**src/design/bcat_pkg.sv**
```systemverilog
package bcat_pkg;

   localparam logic [7:0] IO_PAGE_HIGH = 8'hFF;

   typedef struct packed {
      logic       addr_strobe;
      logic       read_strobe;
      logic       write_strobe;
      logic [7:0] bus_byte;
   } req_type;

   typedef struct packed {
      logic [15:0] cycle_address;
      logic        is_read;
      logic        is_write;
      logic [7:0]  write_byte;
      logic        dma_grant;
      logic        irq_ack;
      logic        address_loaded;
   } rsp_type;

   typedef struct packed {
      logic [15:0] address_reg;
      logic [7:0]  low_byte_hold;
      logic        prev_addr_strobe;
      logic        load_pending;
   } track_state_type;

endpackage

```
**src/design/bcat_cycle_logic.sv**
```systemverilog
module bcat_cycle_logic (
   input  bcat_pkg::req_type         item,
   input  bcat_pkg::track_state_type cur,
   output bcat_pkg::rsp_type         result,
   output bcat_pkg::track_state_type nxt
);
   import bcat_pkg::*;

   logic is_rd;
   logic is_wr;
   logic load_now;
   logic io_page;
   logic inc;

   always_comb begin
      is_rd    = item.read_strobe && !item.write_strobe;
      is_wr    = item.write_strobe && !item.read_strobe;
      load_now = !cur.load_pending && cur.prev_addr_strobe;
      io_page  = (cur.address_reg[15:8] == IO_PAGE_HIGH);
      inc      = !io_page && !load_now && (is_rd || is_wr);

      nxt                  = cur;
      nxt.load_pending     = load_now;
      nxt.prev_addr_strobe = item.addr_strobe;
      if (load_now) begin
         // high byte from this cycle, low byte from the strobe cycle
         nxt.address_reg = {item.bus_byte, cur.low_byte_hold};
      end else begin
         if (inc) begin
            nxt.address_reg = cur.address_reg + 16'd1;
         end
         nxt.low_byte_hold = item.bus_byte;
      end

      result.cycle_address  = cur.address_reg;
      result.is_read        = is_rd;
      result.is_write       = is_wr;
      result.write_byte     = is_wr ? item.bus_byte : 8'd0;
      result.dma_grant      = item.read_strobe && item.write_strobe && !item.addr_strobe;
      result.irq_ack        = item.read_strobe && item.write_strobe && item.addr_strobe;
      result.address_loaded = load_now;
   end

endmodule

```
**src/design/bus_cycle_address_tracker_core.sv**
```systemverilog
// an accepted req passes the input register and then the result register before rsp_valid rises
// throughput: one bus cycle per clock while rsp_ready stays high
// input register -> decode and address update logic -> result register
// reset (synchronous, active high) empties both registers and clears the
// shadow address, low byte hold, strobe history and pending load to zero
module bus_cycle_address_tracker_core (
   input  logic              clock,
   input  logic              reset,
   input  logic              req_valid,
   output logic              req_ready,
   input  bcat_pkg::req_type req_data,
   output logic              rsp_valid,
   input  logic              rsp_ready,
   output bcat_pkg::rsp_type rsp_data
);
   import bcat_pkg::*;

   logic            in_valid_ff;
   logic            in_valid_in;
   req_type         in_item_ff;
   logic            out_valid_ff;
   logic            out_valid_in;
   rsp_type         out_data_ff;
   track_state_type state_ff;
   track_state_type state_in;
   rsp_type         result;
   logic            out_free;
   logic            advance;

   bcat_cycle_logic u_cycle_logic (
      .item   (in_item_ff),
      .cur    (state_ff),
      .result (result),
      .nxt    (state_in)
   );

   always_comb begin
      out_free     = !out_valid_ff || rsp_ready;
      advance      = in_valid_ff && out_free;
      req_ready    = !in_valid_ff || advance;
      in_valid_in  = (req_valid && req_ready) || (in_valid_ff && !advance);
      out_valid_in = advance || (out_valid_ff && !rsp_ready);
   end

   always_ff @(posedge clock) begin
      if (reset) begin
         in_valid_ff  <= 1'b0;
         out_valid_ff <= 1'b0;
         state_ff     <= '0;
      end else begin
         in_valid_ff  <= in_valid_in;
         out_valid_ff <= out_valid_in;
         // state moves once per transaction, as it leaves the input register
         if (advance) begin
            state_ff <= state_in;
         end
      end
   end

   always_ff @(posedge clock) begin
      if (req_valid && req_ready) begin
         in_item_ff <= req_data;
      end
      if (advance) begin
         out_data_ff <= result;
      end
   end

   assign rsp_valid = out_valid_ff;
   assign rsp_data  = out_data_ff;

endmodule

```
**config.mk**
```make
export PLATFORM = sky130hd
export DESIGN_NAME = bus_cycle_address_tracker_core
export DESIGN_NICKNAME = d
export VERILOG_FILES = /design/src/design/bcat_pkg.sv /design/src/design/bcat_cycle_logic.sv /design/src/design/bus_cycle_address_tracker_core.sv
export SDC_FILE = /design/constraint.sdc
export NUM_CORES = 1
export LEC_CHECK = 0
export CAP_MARGIN = 15
export CORE_MARGIN = 2
export CORE_UTILIZATION = 25
export DETAILED_ROUTE_END_ITERATION = 6
export DONT_BUFFER_PORTS = 1
export SLEW_MARGIN = 30
export SYNTH_ARGS = -nofsm -noshare
export SYNTH_HDL_FRONTEND = slang
export SYNTH_HIERARCHICAL = 1
export SYNTH_SLANG_ARGS = --single-unit
```
**constraint.sdc**
```tcl
create_clock -name clock -period 2.5 [get_ports clock]
set_clock_uncertainty 0.1 [all_clocks]
set_input_delay 0.25 -clock clock [delete_from_list [all_inputs] [get_ports clock]]
set_output_delay 0.25 -clock clock [all_outputs]
set_load 0.02 [all_outputs]
```
# After elaboration in Yosys (flattened, before gate mapping)
# Index checks and enable logic that the tools add are counted.
dict set report totals {
  regBits 68
  inputBits 15
  out_inout_bits 31
  word_cells 52
}
dict set report op_classes {
  addsub 1
  eq_ne 1
  n_mux 2
  bitwise 1
  n_reduce_logical 30
}
# operator n
set op_table {}
lappend op_table {{2-to-1 mux 16 bit} 2}
lappend op_table {{adder 16 x 1 -> 16 bit (second input constant)} 1}
lappend op_table {{logical AND 1 bit} 12}
lappend op_table {{logical NOT 1 bit} 10}
lappend op_table {{equality test 8 bit (second input constant)} 1}
lappend op_table {{logical OR 1 bit} 5}
lappend op_table {{AND reduction 2 bit} 2}
lappend op_table {{nonzero test 2 bit} 1}
lappend op_table {{inverter 1 bit} 1}

# Logic depth before layout (Yosys ltp)
dict set report depth {
  ltp_word 7
  depth_mapped 8
  mapped_depth_nobuf 8
}

# By module
# The synthesis kept the hierarchy.
# module n_inst cells_per_inst area_per_inst_um2
set by_module_without_submodules {}
lappend by_module_without_submodules {bus_cycle_address_tracker_core 1 163 2452.4}
lappend by_module_without_submodules {bcat_cycle_logic 1 149 944.7}

# Least setup slack after synthesis
# Ideal clock, no wire load.
dict set report synth_path {
  kind {register -> register}
  start {register in_item_ff[8] (netlist bit)}
  end {register state_ff[23] (netlist bit)}
  setup_time_ps 72
  arrival_ps 1792
  required_ps 2328
  path_slack_ps 537
  stages_incl_launch_ff 9
  n_path_buf 0
  synth_period_minus_slack_ps 1963
  path_cell_list {edfxtp_1 > inv_1 > ha_1 > and4b_1 > nand2_1 > or4_1 > a31oi_1 > nand2b_1 > mux2i_1}
}
dict set report synth_between {
  elab_chain_len 6
}
# item line_no
set synth_lines {}
lappend synth_lines {{from (decl)} bus_cycle_address_tracker_core.sv:20} ;# req_type in_item_ff;
lappend synth_lines {{from (signal assigned)} bus_cycle_address_tracker_core.sv:62} ;# in_item_ff <= req_data;
lappend synth_lines {{logical NOT 1 bit} bcat_cycle_logic.sv:16} ;# is_rd = item.read_strobe && !item.write_strobe;
lappend synth_lines {{logical AND 1 bit} bcat_cycle_logic.sv:16}
lappend synth_lines {{logical OR 1 bit (*)} bcat_cycle_logic.sv:20} ;# inc = !io_page && !load_now && (is_rd || is_wr);
lappend synth_lines {{logical AND 1 bit (*)} bcat_cycle_logic.sv:20}
lappend synth_lines {{nonzero test 2 bit (no line) (*)} --}
lappend synth_lines {{AND reduction 2 bit (no line) (*)} --}
lappend synth_lines {{to (signal assigned)} bus_cycle_address_tracker_core.sv:55} ;# state_ff <= state_in;
lappend synth_lines {{to (decl)} bus_cycle_address_tracker_core.sv:24} ;# track_state_type state_ff;
# Mark *: on every way between the ends. The rest lies on a longest branch, timed or not.
# A chain may end at the register's enable or synchronous reset.

==> flow_summary.toml <==
[grt]
grt_pass1_vias = 2307
overflow = 0
grt_max_degree = 56
grt_pass1_wl_mm = 12.4
grtUsageTotal_pct = 11.2
grt_antenna_before_repair = 0

[drt]
vias_per_cell = 4.53
num_vias = 2214
wl_per_cell_um = 15.6
ant_nets = 0
drt_iter0_drc = 161
dr.pass1.iters = 4
drt_wl_total_mm = 7.63
drc = 0

[timing]
worst_slew_pin_slew_ps = 600
hold_viol = 0
fin_tns_setup_ps = 0
setup_ws_ps = 273
max_slew_margin_pct = 59.8
grt_setup_unrepaired = "false"
fin_crit_ps = 2230
clock.fmax_mhz = 449
setup_violations = 0
fin_crit_sh_pct = 89.1
drv_slew = 0

[clock_tree]
cts-resized-gates = 0
cts.clk_slew.worst_paths_ps = 60
clock_path_buffers = 2
cts_setup_buffers = 0
cts_inserted_buffers = 9
cts-root-buf = "clkbuf_16"
cts_tree = "done"
clk_latency_ps = 330
cts_max_level = 3
clock_sinks = 68

[logic_synthesis]
synth_area_per_cell_um2 = 10.9
synth_fp_nets = 331
ys.warnings.count = 6
syn_area_um2 = 3400
synth-main-ff-cell = "edfxtp_1"
seq_area_frac_synth_pct = 51.9
synth_seq_cells = 68
async_flop_share_pct = 0
synth_edf_count = 40
syn_inst = 312
synth.distinct_cells = 45

[critical_path]
cp_max_fo = 11
cp-endpoint = "state_ff[23]$_SDFFE_PP0P_"
required_ps = 2660
rrSetupSlack_ps = 270
timing.rr.start = "state_ff[18]$_SDFFE_PP0P_"
arrival_ps = 2380
rr_worst_depth = 6
cp-startpoint = "state_ff[18]$_SDFFE_PP0P_"
end_kind = "register"
critPathKind = "register to register"
worstReg2RegEnd = "state_ff[23]$_SDFFE_PP0P_"
start_kind = "register"

[floorplan]
core-area_um2 = 13200
die_w_um = 121
dieArea_um2 = 14500
initial_core_util_pct = 25.7
fp.dieH_um = 121
io_pins = 46
rows = 42

[flow_run]
maxCapViolCount = 0

[placed_design]
hpwlAfterDp_mm = 4.77
numPortBuffers = 0
gp_congestion = 0.880
placed_cells = 457
dp_slack_ps = 322

[finish]
area_delta_synth_final_pct = 15.5
nNetsFinal = 327
drive_gt1_share_pct = 8.63
stdcell_count = 489
fin_util_pct = 29.6
antenna-diode-count = 0

[min_path]
min_path_type = "input pin to register"
hold_depth = 2

[pwr]
p_leak_nw = 1.36
powerDensity_nw_per_um2 = 747
peakVddDrop_mv = 0.306

[run_status]
status = "complete, no violations"
## critical path, stage by stage (launching register included)
cell and delay (ps):
dfxtp_1 570, nand3_2 190, or3_4 420, or4_1 500, a31oi_1 180, nand2b_1 70
mux2i_1 120
## repair_timing
item	4_1_cts	5_1_grt
hold buffers	16	0
endpoints found under the hold margin	25	0
setup endpoints to repair	0	0
## state kept, by name, summed over array words and instances (netlist names)
register,cells
in_valid_ff,1
state_ff,26
in_item_ff,11
rsp_valid,1
rsp_data,29
## metal layers
metal	track usage [%]	part of all wire, %	wire length (µm)	vias up
li1	-	-	-	1059
met1	14.1	47	3580	1097
met2	18.0	48	3640	48
met3	3.54	4.0	302	10
met4	4.43	1.4	104	0
met5	0	0	0	-
## final cells by class
cell class                      count  area [µm²]
Sequential cell                    68        1760
Inverter                            8        30.0
Timing Repair Buffer               20         203
Multi-Input combinational cell    201        1360
Clock inverter                      7         124
Tap cell                          176         220
Clock buffer                        9         225
Fill cell                        1381        9320
## cell usage in the layout (no fill, tap or decap), types with 3 or more instances in the layout
cell,synthesis,final
a21oi_1,3,3
a31oi_1,8,8
and2_1,9,9
buf_4,21,3
bufinv_16,0,3
clkbuf_16,0,9
dfxtp_1,28,28
dlygate4sd3_1,0,16
edfxtp_1,40,40
ha_1,4,4
inv_1,7,7
mux2i_1,27,27
nand2_1,30,30
nand2b_1,55,55
nor2_1,9,9
nor4_1,3,3
o21ai_0,9,9
o31a_1,3,3
xnor2_1,4,4
xor2_1,3,3
## where the power goes
part / switching [W] / internal, W
clock network: 0.000488 / 0.000980
registers: 0.0000585 / 0.00124
logic: 0.0000858 / 0.0000810
## stage by stage
stage          instance area, µm²  power [W]  hold slack [ps]
2_1_floorplan                3400    0.00144              249
3_3_place_gp                 3410    0.00146              225
3_5_place_dp                 3410    0.00146              229
4_1_cts                      3920    0.00297            0.357
5_1_grt                      3920    0.00303             7.90
6_report                     3920    0.00293             12.6
## worst min path at each step
stage                      from                         to  slack (ps)
global placement          reset     in_valid_ff$_SDFF_PP0_         230
global route              reset   state_ff[4]$_SDFFE_PP0P_           8
CTS                       reset  state_ff[20]$_SDFFE_PP0P_         0.4
detailed placement        reset       rsp_valid$_SDFF_PP0_         230
floorplan           req_data[0]    in_item_ff[0]$_DFFE_PP_         250
finish                    reset   state_ff[0]$_SDFFE_PP0P_          10
## cells in the mapped netlist (3+ instances only)
master    count  share of area (%)
mux2i_1      27                8.0
edfxtp_1     40                 35
o21ai_0       9                1.3
xnor2_1       4                1.0
a21oi_1       3               0.44
inv_1         7               0.77
clkbuf_1      7               0.77
buf_6         5                1.7
nor2_1        9               0.99
ha_1          4                1.5
a31oi_1       8                1.5
xor2_1        3               0.77
nor4_1        3               0.55
nand2b_1     55                 10
nand2_1      30                3.3
buf_4        21                4.6
o31a_1        3               0.77
and2_1        9                1.7
dfxtp_1      28                 17
## logic make-up after synthesis
family                   after synthesis  synth area share [%]
buffers and inverters                 43                  8.25
AO/OA/AOI/OAI                         34                  6.70
XOR/XNOR                               7                  1.80
adder cells (fa/ha/maj)                4                  1.47
multiplexers                          27                  7.96
AND/OR/NAND/NOR                      129                  22.0
flip-flops                            68                  51.9
(Power assumes the default switching activity.)
